[config.mk]
export PLATFORM = sky130hd
export DESIGN_NAME = word_length_histogram_flat
export DESIGN_NICKNAME = d
export VERILOG_FILES = /design/src/design/wlh_pkg.sv /design/src/design/wlh_if.sv /design/src/design/wlh_bin_store.sv /design/src/design/word_length_histogram.sv /design/src/flat_wrapper.sv
export SDC_FILE = /design/constraint.sdc
export NUM_CORES = 2
export LEC_CHECK = 0
export ABC_CLOCK_PERIOD_IN_PS = 5030
export BUFFER_PORTS_ARGS = -buffer_cell sky130_fd_sc_hd__buf_2
export CORE_AREA = 4 4 620 622
export DETAILED_ROUTE_END_ITERATION = 12
export DIE_AREA = 0 0 624 626
export PLACE_DENSITY = 0.42
export SETUP_SLACK_MARGIN = 0.05
export SLEW_MARGIN = 20
export SYNTH_ARGS = -nofsm -noshare
export SYNTH_HDL_FRONTEND = slang
export SYNTH_HIERARCHICAL = 1
export SYNTH_SLANG_ARGS = --single-unit
[constraint.sdc]
create_clock -name i_clk -period 5.03 [get_ports i_clk]
set_clock_uncertainty 0.05 [all_clocks]
set_input_delay 0.503 -clock i_clk [delete_from_list [all_inputs] [get_ports i_clk]]
set_output_delay 0.503 -clock i_clk [all_outputs]
set_load 0.02 [all_outputs]
[src/design/wlh_pkg.sv]
package wlh_pkg;

    localparam int LenOutW = 6;
    localparam int CntOutW = 32;

    localparam logic [7:0] SpaceByte = 8'h20;

    // report sequencer states
    typedef enum logic [3:0] {
        S_IDLE  = 4'b0001,
        S_FLUSH = 4'b0010,
        S_READ  = 4'b0100,
        S_SHOW  = 4'b1000
    } t_state;

    // requests from the control side to the bin store
    typedef struct packed {
        logic inc;  // read the bin at the address, write it back plus one
        logic rd;   // plain read for the report
        logic clr;  // drop every bin back to zero
    } t_bin_ctrl;

    // Word separators: ASCII punctuation and whitespace, plus every byte
    // that occurs in the UTF-8 forms of the curly quotes and long dashes.
    function automatic logic is_delim(input logic [7:0] b);
        logic d;
        case (b)
            8'h20, 8'h2E, 8'h2C, 8'h3B, 8'h0A, 8'h09,
            8'h3F, 8'h21, 8'h2A, 8'h3A, 8'h2D, 8'h2F,
            8'h22, 8'h28, 8'h29, 8'h5B, 8'h5D, 8'h7B,
            8'h7D, 8'h3C, 8'h3E, 8'h5F,
            8'hE2, 8'h80, 8'h92, 8'h93, 8'h94,
            8'h98, 8'h99, 8'h9C, 8'h9D: d = 1'b1;
            default:                    d = 1'b0;
        endcase
        return d;
    endfunction

endpackage

[src/design/wlh_if.sv]
interface wlh_in_if
    import wlh_pkg::*;
();
    logic       valid;
    logic       ready;
    logic       command;
    logic [7:0] text_byte;

    modport source (output valid, output command, output text_byte, input ready);
    modport sink   (input valid, input command, input text_byte, output ready);
endinterface

interface wlh_out_if
    import wlh_pkg::*;
();
    logic               valid;
    logic               ready;
    logic [LenOutW-1:0] bin_length;
    logic [CntOutW-1:0] bin_count;
    logic [CntOutW-1:0] word_total;
    logic [CntOutW-1:0] nonspace_total;
    logic [CntOutW-1:0] all_char_total;
    logic [LenOutW-1:0] longest;
    logic               last_of_run;

    modport source (
        output valid, output bin_length, output bin_count, output word_total,
        output nonspace_total, output all_char_total, output longest,
        output last_of_run, input ready
    );
    modport sink (
        input valid, input bin_length, input bin_count, input word_total,
        input nonspace_total, input all_char_total, input longest,
        input last_of_run, output ready
    );
endinterface

[src/design/wlh_bin_store.sv]
module wlh_bin_store
    import wlh_pkg::*;
#(
    parameter int BINS        = 64,
    parameter int COUNT_WIDTH = 32,
    localparam int AW         = $clog2(BINS)
) (
    input  logic                   i_clk,
    input  logic                   i_rst_n,
    input  t_bin_ctrl              i_ctrl,
    input  logic [AW-1:0]          i_addr,
    output logic [COUNT_WIDTH-1:0] o_rd_data
);

    logic [COUNT_WIDTH-1:0] r_mem [BINS];
    logic [BINS-1:0]        r_valid;
    logic [COUNT_WIDTH-1:0] r_rd_data;
    logic                   r_rd_vld;
    logic                   r_wb_pend;
    logic [AW-1:0]          r_wb_addr;

    logic [COUNT_WIDTH-1:0] w_cur;
    logic [COUNT_WIDTH-1:0] w_inc;

    // an entry never written since the last clear reads as zero
    assign w_cur     = r_rd_vld ? r_rd_data : '0;
    assign w_inc     = (&w_cur) ? w_cur : w_cur + 1'b1;
    assign o_rd_data = w_cur;

    // Two closes of the same length have a whole word between them, so the
    // writeback always lands before the next read of that entry.
    always_ff @(posedge i_clk) begin
        if (i_ctrl.inc || i_ctrl.rd) begin
            r_rd_data <= r_mem[i_addr];
        end
        if (r_wb_pend) begin
            r_mem[r_wb_addr] <= w_inc;
        end
        r_wb_addr <= i_addr;
    end

    always_ff @(posedge i_clk) begin
        if (!i_rst_n) begin
            r_valid   <= '0;
            r_rd_vld  <= 1'b0;
            r_wb_pend <= 1'b0;
        end else begin
            r_wb_pend <= i_ctrl.inc;
            if (i_ctrl.inc || i_ctrl.rd) begin
                r_rd_vld <= r_valid[i_addr];
            end
            if (i_ctrl.clr) begin
                r_valid <= '0;
            end else if (r_wb_pend) begin
                r_valid[r_wb_addr] <= 1'b1;
            end
        end
    end

`ifndef SYNTHESIS
    a_no_clr_during_wb: assert property (@(posedge i_clk) disable iff (!i_rst_n)
        r_wb_pend |-> !i_ctrl.clr)
        else $error("bin clear while writeback pending");

    a_wb_sets_valid: assert property (@(posedge i_clk) disable iff (!i_rst_n)
        (r_wb_pend && !i_ctrl.clr) |=> r_valid[$past(r_wb_addr)])
        else $error("written bin not marked valid");

    a_no_back_to_back_inc: assert property (@(posedge i_clk) disable iff (!i_rst_n)
        r_wb_pend |-> !(i_ctrl.inc && i_addr == r_wb_addr))
        else $error("same bin incremented on consecutive cycles");
`endif

endmodule

[src/design/word_length_histogram.sv]
// Word length histogram over a byte stream.
//
// Input channel i_in: one beat per text byte (command 0) or one end-of-text
// beat (command 1). Text bytes are taken one per cycle; ready is high
// whenever no report is running. Each closed word shorter than BINS is
// binned by a read-modify-write of the bin memory, written back next cycle.
//
// End of text: the open word is closed, then FLUSH and READ lead into the
// report. One result beat leaves o_out per word length from 1 to the longest
// binned length (a single beat with length 0 if no word was binned), each
// result taking one bin memory read and one output state. The last beat
// carries last_of_run; when it is taken the counters, the longest length and
// all bins are cleared and the next text is accepted the cycle after.
//
// A stalled receiver simply holds the current result; no input is taken
// until the report ends. Reset clears every counter and marks all bins empty
// at once, so the block accepts text in the first cycle after reset.
module word_length_histogram
    import wlh_pkg::*;
#(
    parameter int BINS        = 64,
    parameter int COUNT_WIDTH = 32
) (
    input  logic      i_clk,
    input  logic      i_rst_n,
    wlh_in_if.sink    i_in,
    wlh_out_if.source o_out
);

    localparam int AW   = $clog2(BINS);
    localparam int CLW  = $clog2(BINS + 1);
    localparam int LenW = (AW > LenOutW) ? AW : LenOutW;
    localparam int MaxW = (COUNT_WIDTH > CntOutW) ? COUNT_WIDTH : CntOutW;

    t_state                 r_state,    n_state;
    logic [CLW-1:0]         r_cur_len,  n_cur_len;
    logic [COUNT_WIDTH-1:0] r_words,    n_words;
    logic [COUNT_WIDTH-1:0] r_nonspace, n_nonspace;
    logic [COUNT_WIDTH-1:0] r_spaces,   n_spaces;
    logic [AW-1:0]          r_longest,  n_longest;
    logic [AW-1:0]          r_k,        n_k;

    t_bin_ctrl              w_bin_ctrl;
    logic [AW-1:0]          w_bin_addr;
    logic [COUNT_WIDTH-1:0] w_bin_data;

    logic                   w_in_acc;
    logic                   w_last;
    logic [COUNT_WIDTH-1:0] w_words_inc;
    logic [COUNT_WIDTH-1:0] w_nonspace_inc;
    logic [COUNT_WIDTH-1:0] w_spaces_inc;
    logic [COUNT_WIDTH:0]   w_sum;
    logic [COUNT_WIDTH-1:0] w_all;
    logic [MaxW-1:0]        w_bin_ext;
    logic [MaxW-1:0]        w_words_ext;
    logic [MaxW-1:0]        w_nonspace_ext;
    logic [MaxW-1:0]        w_all_ext;
    logic [LenW-1:0]        w_len_ext;
    logic [LenW-1:0]        w_longest_ext;

    wlh_bin_store #(
        .BINS        (BINS),
        .COUNT_WIDTH (COUNT_WIDTH)
    ) u_bins (
        .i_clk     (i_clk),
        .i_rst_n   (i_rst_n),
        .i_ctrl    (w_bin_ctrl),
        .i_addr    (w_bin_addr),
        .o_rd_data (w_bin_data)
    );

    assign w_in_acc = i_in.valid && i_in.ready;
    assign w_last   = (r_longest == '0) || (r_k == r_longest);

    assign w_words_inc    = (&r_words)    ? r_words    : r_words + 1'b1;
    assign w_nonspace_inc = (&r_nonspace) ? r_nonspace : r_nonspace + 1'b1;
    assign w_spaces_inc   = (&r_spaces)   ? r_spaces   : r_spaces + 1'b1;

    assign w_sum = {1'b0, r_nonspace} + {1'b0, r_spaces};
    assign w_all = w_sum[COUNT_WIDTH] ? '1 : w_sum[COUNT_WIDTH-1:0];

    always_comb begin
        n_state    = r_state;
        n_cur_len  = r_cur_len;
        n_words    = r_words;
        n_nonspace = r_nonspace;
        n_spaces   = r_spaces;
        n_longest  = r_longest;
        n_k        = r_k;
        w_bin_ctrl = '0;
        w_bin_addr = r_k;

        case (r_state)
            S_IDLE: begin
                if (w_in_acc) begin
                    if (!i_in.command) begin
                        if (i_in.text_byte == SpaceByte) begin
                            n_spaces = w_spaces_inc;
                        end else begin
                            n_nonspace = w_nonspace_inc;
                        end
                    end
                    if (i_in.command || is_delim(i_in.text_byte)) begin
                        if (r_cur_len != '0) begin
                            n_words = w_words_inc;
                            // overlong words are counted but not binned
                            if (r_cur_len < CLW'(BINS)) begin
                                w_bin_ctrl.inc = 1'b1;
                                w_bin_addr     = r_cur_len[AW-1:0];
                                if (r_cur_len[AW-1:0] > r_longest) begin
                                    n_longest = r_cur_len[AW-1:0];
                                end
                            end
                        end
                        n_cur_len = '0;
                    end else if (r_cur_len < CLW'(BINS)) begin
                        n_cur_len = r_cur_len + 1'b1;
                    end
                    if (i_in.command) begin
                        n_state = S_FLUSH;
                    end
                end
            end
            S_FLUSH: begin
                // bin 0 is never written, so it reads zero for the empty report
                n_k     = (r_longest == '0) ? '0 : AW'(1);
                n_state = S_READ;
            end
            S_READ: begin
                w_bin_ctrl.rd = 1'b1;
                n_state       = S_SHOW;
            end
            S_SHOW: begin
                if (o_out.ready) begin
                    if (w_last) begin
                        n_words        = '0;
                        n_nonspace     = '0;
                        n_spaces       = '0;
                        n_longest      = '0;
                        n_cur_len      = '0;
                        w_bin_ctrl.clr = 1'b1;
                        n_state        = S_IDLE;
                    end else begin
                        n_k     = r_k + 1'b1;
                        n_state = S_READ;
                    end
                end
            end
            default: begin
                n_state = S_IDLE;
            end
        endcase
    end

    always_ff @(posedge i_clk) begin
        if (!i_rst_n) begin
            r_state    <= S_IDLE;
            r_cur_len  <= '0;
            r_words    <= '0;
            r_nonspace <= '0;
            r_spaces   <= '0;
            r_longest  <= '0;
        end else begin
            r_state    <= n_state;
            r_cur_len  <= n_cur_len;
            r_words    <= n_words;
            r_nonspace <= n_nonspace;
            r_spaces   <= n_spaces;
            r_longest  <= n_longest;
        end
    end

    always_ff @(posedge i_clk) begin
        r_k <= n_k;
    end

    // outputs show the low bits of the wider internal values
    assign w_bin_ext      = MaxW'(w_bin_data);
    assign w_words_ext    = MaxW'(r_words);
    assign w_nonspace_ext = MaxW'(r_nonspace);
    assign w_all_ext      = MaxW'(w_all);
    assign w_len_ext      = LenW'(r_k);
    assign w_longest_ext  = LenW'(r_longest);

    assign i_in.ready           = (r_state == S_IDLE);
    assign o_out.valid          = (r_state == S_SHOW);
    assign o_out.bin_length     = w_len_ext[LenOutW-1:0];
    assign o_out.bin_count      = w_bin_ext[CntOutW-1:0];
    assign o_out.word_total     = w_words_ext[CntOutW-1:0];
    assign o_out.nonspace_total = w_nonspace_ext[CntOutW-1:0];
    assign o_out.all_char_total = w_all_ext[CntOutW-1:0];
    assign o_out.longest        = w_longest_ext[LenOutW-1:0];
    assign o_out.last_of_run    = w_last;

`ifndef SYNTHESIS
    a_no_input_in_report: assert property (@(posedge i_clk) disable iff (!i_rst_n)
        o_out.valid |-> !i_in.ready)
        else $error("input taken while a report runs");

    a_end_starts_flush: assert property (@(posedge i_clk) disable iff (!i_rst_n)
        (w_in_acc && i_in.command) |=> (r_state == S_FLUSH && r_cur_len == '0))
        else $error("end of text did not close the word and start the report");

    a_report_clears: assert property (@(posedge i_clk) disable iff (!i_rst_n)
        (o_out.valid && o_out.ready && o_out.last_of_run) |=>
            (r_words == '0 && r_longest == '0 && r_nonspace == '0 && r_spaces == '0))
        else $error("state not cleared after report");

    a_len_bounded: assert property (@(posedge i_clk) disable iff (!i_rst_n)
        r_cur_len <= CLW'(BINS))
        else $error("word length counter past saturation");

    a_k_bounded: assert property (@(posedge i_clk) disable iff (!i_rst_n)
        o_out.valid |-> (r_k <= r_longest))
        else $error("report length beyond longest");
`endif

endmodule

[src/flat_wrapper.sv]
// flat-port wrapper written by rule: the top's interface ports become plain ports
module word_length_histogram_flat import wlh_pkg::*;
#(
    parameter int BINS        = 64,
    parameter int COUNT_WIDTH = 32
)
  (i_clk, i_rst_n, i_in_valid, i_in_command, i_in_text_byte, i_in_ready, o_out_valid, o_out_bin_length, o_out_bin_count, o_out_word_total, o_out_nonspace_total, o_out_all_char_total, o_out_longest, o_out_last_of_run, o_out_ready);
  wlh_in_if i_in_i ();
  wlh_out_if o_out_i ();
  input  logic i_clk;
  input  logic i_rst_n;
  input wire logic [$bits(i_in_i.valid)-1:0] i_in_valid;
  input wire logic [$bits(i_in_i.command)-1:0] i_in_command;
  input wire logic [$bits(i_in_i.text_byte)-1:0] i_in_text_byte;
  output wire logic [$bits(i_in_i.ready)-1:0] i_in_ready;
  output wire logic [$bits(o_out_i.valid)-1:0] o_out_valid;
  output wire logic [$bits(o_out_i.bin_length)-1:0] o_out_bin_length;
  output wire logic [$bits(o_out_i.bin_count)-1:0] o_out_bin_count;
  output wire logic [$bits(o_out_i.word_total)-1:0] o_out_word_total;
  output wire logic [$bits(o_out_i.nonspace_total)-1:0] o_out_nonspace_total;
  output wire logic [$bits(o_out_i.all_char_total)-1:0] o_out_all_char_total;
  output wire logic [$bits(o_out_i.longest)-1:0] o_out_longest;
  output wire logic [$bits(o_out_i.last_of_run)-1:0] o_out_last_of_run;
  input wire logic [$bits(o_out_i.ready)-1:0] o_out_ready;
  assign i_in_i.valid = i_in_valid;
  assign i_in_i.command = i_in_command;
  assign i_in_i.text_byte = i_in_text_byte;
  assign i_in_ready = i_in_i.ready;
  assign o_out_valid = o_out_i.valid;
  assign o_out_bin_length = o_out_i.bin_length;
  assign o_out_bin_count = o_out_i.bin_count;
  assign o_out_word_total = o_out_i.word_total;
  assign o_out_nonspace_total = o_out_i.nonspace_total;
  assign o_out_all_char_total = o_out_i.all_char_total;
  assign o_out_longest = o_out_i.longest;
  assign o_out_last_of_run = o_out_i.last_of_run;
  assign o_out_i.ready = o_out_ready;
  word_length_histogram #(.BINS(BINS), .COUNT_WIDTH(COUNT_WIDTH)) u_core (.i_clk(i_clk), .i_rst_n(i_rst_n), .i_in(i_in_i), .o_out(o_out_i));
endmodule
### Word level (Yosys, flattened, before mapping)

Memories as Yosys holds them, arrays and structs flattened. A register that Yosys moved wholly into a read port is not among the register bits.
Cells that the tools add are included.
Widths: inputs -> output; s select.

* add/sub/neg operators: 7
* equal/unequal tests: 52
* bitwise gates (word level): 2
* reduce and logical (&&, ||, !) cells: 22
* magnitude comparators: 5
* multiplexer cells: 66

Operators with widths (number)
* $mux 32: 17
* $pmux 32 s2: 3
* $add 32x1->32 const B: 4
* $reduce_and 32->1: 4
* $eq 8x6->1 const B: 15
* $mux 6: 14
* $eq 8x8->1 const B: 9
* $or 64x64->64: 1
* $eq 8x7->1 const B: 5
* $mux 7: 5
* $add 32x32->33: 1
* $reduce_or 31->1: 1
* $ne 2x2->1 const B: 13
* $pmux 6 s2: 2
* $reduce_and 7->1: 3
* $mux 1: 17
* $eq 8x4->1 const B: 2
* $pmux 4 s4: 1
* $lt 6x7->1 const B: 2
* $pmux 7 s2: 1
* $mux 4: 3
* $reduce_and 8->1: 1
* $add 7x1->7 const B: 1
* $lt 7x7->1 const B: 1
* other kinds (22): 28

* input bits: 13
* memories kept: 1
* output and inout port bits: 143
* bits in registers: 191
* bits in writable memories: 2048

Memories
* u_core.u_bins.r_mem: words 64, width 32, read ports 1, clocked after Yosys merged registers in 1, wr ports 1, RTL line wlh_bin_store.sv:15 `logic [COUNT_WIDTH-1:0] r_mem [BINS];`

### Longest topological paths before layout

* depth after elaboration: 11
* gate-level depth with buffers: 18
* mapped depth without buffers: 12

### Hierarchy

Netlist, hierarchy kept.

By module, submodules not included
* wlh_bin_store: instances 1, cells each 3426, area each 82489.1 um^2, sequential area each 63901.3 um^2
* word_length_histogram: instances 1, cells each 1061, area each 8225.4 um^2, sequential area each 2442.3 um^2

### Worst setup path after synthesis

No wires, ideal clock.

* path kind: reg2reg
* start point: register u_core.u_bins.r_rd_vld
* end point: memory u_core.u_bins.r_mem[0][24] (data pin)
* path slack: 0.206 ns
* required time: 4.445 ns
* stages on the path, launching flop included: 13
* setup time: 0.535 ns
* arrival: 4.239 ns
* buffers on the path: 5
* cells stage by stage: dfxtp_1 > clkbuf_1 > clkbuf_1 > clkbuf_1 > and2_1 > ha_1 > and4_1 > and3_1 > clkbuf_1 > nand3_1 > clkbuf_1 > nor3_1 > xor2_1

* longest elaborated chain between the ends: 3
* elaborated cells on any way between the ends: 4
* classes of those cells: 1 x add/sub; 2 x mux; 1 x reduce/logical

RTL lines
* start: declaration: RTL line wlh_bin_store.sv:18 `logic r_rd_vld;`
* start signal: assignment: RTL line wlh_bin_store.sv:50 `r_rd_vld <= r_valid[i_addr];`
* $mux 32 *: RTL line wlh_bin_store.sv:26 `assign w_cur = r_rd_vld ? r_rd_data : '0;`
* $add 32x1->32 or $reduce_and 32->1 (tied branches): RTL line wlh_bin_store.sv:27 `assign w_inc = (&w_cur) ? w_cur : w_cur + 1'b1;`
* $mux 32 *: RTL line wlh_bin_store.sv:27
* via u_core.u_bins.w_inc[24]: RTL line wlh_bin_store.sv:23 `logic [COUNT_WIDTH-1:0] w_inc;`
* end: declaration: RTL line wlh_bin_store.sv:15

Mark *: on every way through the listed nets, which the timed path passes. The rest lies on a longest branch.

### Worst setup path in the final report

* start point: register u_core.r_nonspace[0], in the netlist u_core/o_out.nonspace_total[0]
* end point: output port o_out_all_char_total[28]

* longest elaborated chain between the ends: 2

RTL lines
* start: declaration: RTL line word_length_histogram.sv:38 `logic [COUNT_WIDTH-1:0] r_nonspace, n_nonspace;`
* start signal: assignment: RTL line word_length_histogram.sv:167 `r_nonspace <= n_nonspace;`
* $add 32x32->33: RTL line word_length_histogram.sv:79 `assign w_sum = {1'b0, r_nonspace} + {1'b0, r_spaces};`
* $mux 32: RTL line word_length_histogram.sv:80 `assign w_all = w_sum[COUNT_WIDTH] ? '1 : w_sum[COUNT_WIDTH-1:0];`
* end: declaration: RTL line flat_wrapper.sv:21 `output wire logic [$bits(o_out_i.all_char_total)-1:0] o_out_all_char_total;`

Every way passes these cells.

==> flow_summary.json <==
{
  "status": "complete, no violations",
  "syn_area_per_cell_um2": 20.2,
  "synth_edf_count": 2086,
  "drt-initial-drc-count": 4539,
  "numCtsBuffers": 245,
  "ys_ff_latch": 2271,
  "synth_nets": 4546,
  "fill_cells": 37100,
  "grt_pass1_wl_um": 411000,
  "postRouteAntennaNets": 0,
  "path_clk_slew_ns": 0.06,
  "finalWorstSetupSlack_ns": 0.305,
  "fp.dieH_um": 626,
  "clock_latency_ns": 0.96,
  "p_leak_nw": 31.1,
  "dp_slack_ns": -0.0197,
  "coreArea_um2": 378000,
  "yosys-top-cells-area": "edfxtp_1 69%, mux4_2 16%, dfxtp_1 4.1%",
  "grt_usage_pct": 15.0,
  "yosys.area.top_type": "edfxtp_1",
  "fin_cells": 10200,
  "max_slew_margin_pct": 22.3,
  "cts_tree": "built",
  "post-route-min-period_ns": 4.72,
  "max_freq_mhz": 212,
  "arrival_ns": 4.17,
  "cp_num_buf_inv": 2,
  "first_global_vias": 48200,
  "routedWlPerCell_um": 29.4,
  "initial_core_util_pct": 24.0,
  "io_buffers": 155,
  "cp_max_fo": 32,
  "htreeDepth": 4,
  "dieArea_um2": 391000,
  "worst_slew_pin_slew_ns": 1.17,
  "layout.nets": 5040,
  "crit_top_cell": "a31oi_2",
  "rows": 226,
  "powerDensity_nw_per_um2": 360,
  "cts.sinks": 2271,
  "synth_cell_types": 87,
  "cpMaxStageDelayCell": "fa_1",
  "ir_drop_v": 0.000340,
  "gp_congestion": 0.778,
  "finalSetupViolations": 0,
  "power_mw": 39.1,
  "fin_util_pct": 28.7,
  "cts_buffer_depth": 4,
  "finalCritPeriodShare_pct": 93.9,
  "critPathLaunchType": "register",
  "clockRootBuffer": "clkbuf_16",
  "grt_max_degree": 76,
  "ys_seq_area_share_pct": 73.1,
  "synth_top_area_share_pct": 69.1,
  "synthFlopType": "edfxtp_1",
  "vias_per_cell": 4.73,
  "firstDrtPassIters": 5,
  "place_hpwl_um": 176000,
  "grt-ovfl-total": 0,
  "die_w_um": 624,
  "ys.warnings.count": 6,
  "endpoint_kind": "output port",
  "final_hold_viol_count": 0,
  "grt_setup_unrepaired": "no",
  "path_class": "register to output port",
  "crit_family": "compound AO/OA/AOI/OAI gates",
  "slew_viol_final": 0,
  "finalWirelength_um": 300000,
  "dp_cells": 9747,
  "max_stage_delay_ns": 0.42,
  "cp_cell_sequence": "ha_1 > fa_1 > a21oi_1 > o221ai_1 > a31oi_2 > nor2_1 > a21oi_2 > nand3_1 > a31oi_2 > buf_12 > a21bo_2 > buf_2",
  "critPathRequiredTime_ns": 4.48,
  "antenna_found_initial": 10,
  "via_count": 48300,
  "maxCapViolations": 0,
  "synth-async-reset-ratio_pct": 0,
  "io_pins": 156,
  "syn_area_um2": 90700,
  "drive_gt1_share_pct": 31.5,
  "reg2reg_slack_ns": 0.38,
  "syn_inst": 4487,
  "drc": 0,
  "hp-class": "input port to register",
  "area_growth_pct": 19.8
}
## sequential cells by signal, indices dropped and copies added, names as in the netlist, 4 cells and up
| signal | flops |
|---|---|
| u_core/u_bins/r_mem | 2048 |
| u_core/u_bins/r_valid | 64 |
| u_core/o_out.nonspace_total | 32 |
| u_core/o_out.word_total | 32 |
| u_core/r_spaces | 32 |
| u_core/u_bins/r_rd_data | 32 |
| u_core/r_cur_len | 7 |
| u_core/o_out.bin_length | 6 |
| u_core/o_out.longest | 6 |
| u_core/u_bins/r_wb_addr | 6 |
| u_core/r_state | 4 |
## through the flow
| stage | setup TNS [ns] | area (µm²) | hold WS [ns] |
|---|---|---|---|
| 4_1_cts | 0 | 109000 | 0.0130 |
| 3_5_place_dp | -0.0220 | 101000 | 0.398 |
| 6_report | 0 | 109000 | 0.0927 |
| 2_1_floorplan | 0 | 90700 | 0.383 |
| 3_3_place_gp | -0.0953 | 101000 | 0.391 |
| 5_1_grt | 0 | 109000 | 0.0839 |
## synth_stat cells, types with 53 or more instances
library cell / count
edfxtp_1: 2086
mux4_2: 660
dfxtp_1: 185
nor2_1: 185
nand2_1: 155
clkbuf_1: 111
xnor2_1: 80
nand3_1: 78
a21oi_1: 69
o21a_1: 66
buf_2: 62
o21ai_0: 59
mux2i_1: 53
## per-layer routing
| layer | GRT usage, % | vias up | part of all wire (%) |
|---|---|---|---|
| li1 | - | 19700 | - |
| met3 | 2.24 | 338 | 5.2 |
| met4 | 3.44 | 0 | 2.3 |
| met1 | 21.3 | 26800 | 45 |
| met5 | 0 | - | 0 |
| met2 | 24.2 | 1446 | 47 |
## placed cells by master (no fill, tap or decap), types with 56 or more instances in the layout
cell and count:
o21a_1 66, edfxtp_1 2086, buf_4 244, xnor2_1 59
nand2_1 155, nand3_1 78, buf_12 70, nor2_1 121
dfxtp_1 184, a21oi_1 68, clkbuf_1 56, o21ai_0 58
buf_2 155, mux4_2 660, clkbuf_16 246, nor2_4 64
## cell families (layout without fill, tap and decap cells)
logic type / Yosys count / in the layout / synth area share [%]
AO/OA/AOI/OAI: 331 / 331 / 2.49
XOR/XNOR: 120 / 120 / 1.16
adder cells (fa/ha/maj): 46 / 46 / 0.643
buffers and inverters: 264 / 954 / 1.31
flip-flops: 2271 / 2271 / 73.1
multiplexers: 734 / 734 / 17.2
other: 0 / 3 / 0
AND/OR/NAND/NOR: 721 / 721 / 4.04
## worst min-delay path, stage by stage
cell	delay, ns
buf_2	0.13
a21oi_1	0.21
nor4_1	0.08
## power by group
group / leakage (nW) / internal, mW / switching (mW)
Combinational: 9.58 / 0.412 / 0.551
Sequential: 17.7 / 20.4 / 0.0413
Clock: 3.76 / 10.2 / 7.58
## repair_timing
action                                 4_1_cts  5_1_grt
pin swaps                                    0        1
hold buffers                                 2        0
buffers inserted                             0        1
resized for setup                            2        4
endpoints found under the hold margin        3        0
setup endpoints to repair                    3       17
cloned                                       0        0
## final cells by class
class	instances	area [µm²]	share of cell area (%)
inverters	40	150	0.138
multi-input cells	1952	24100	22.2
clock inverters	138	1340	1.23
repair buffers	471	4030	3.71
clock buffers	305	6410	5.90
diodes	3	7.51	0.00691
well taps	5016	6280	5.78
flip-flops and latches	2271	66300	61.1
## worst paths after layout
check | startpoint | endpoint | cells past startpoint
worst max-delay path | u_core/o_out.nonspace_total[0]$_SDFFE_PN0P_ | o_out_all_char_total[28] | 12
worst min-delay path | i_in_valid | u_core/r_state[2]$_SDFFE_PN0P_ | 3
worst max register to register | u_core/r_cur_len[0]$_SDFFE_PN0P_ | u_core/u_bins/r_rd_data[2]$_DFFE_PP_ | 13
worst min register to register | u_core/u_bins/r_valid[14]$_SDFFE_PP0P_ | u_core/u_bins/r_valid[14]$_SDFFE_PP0P_ | 1
(Power assumes the default switching activity.)
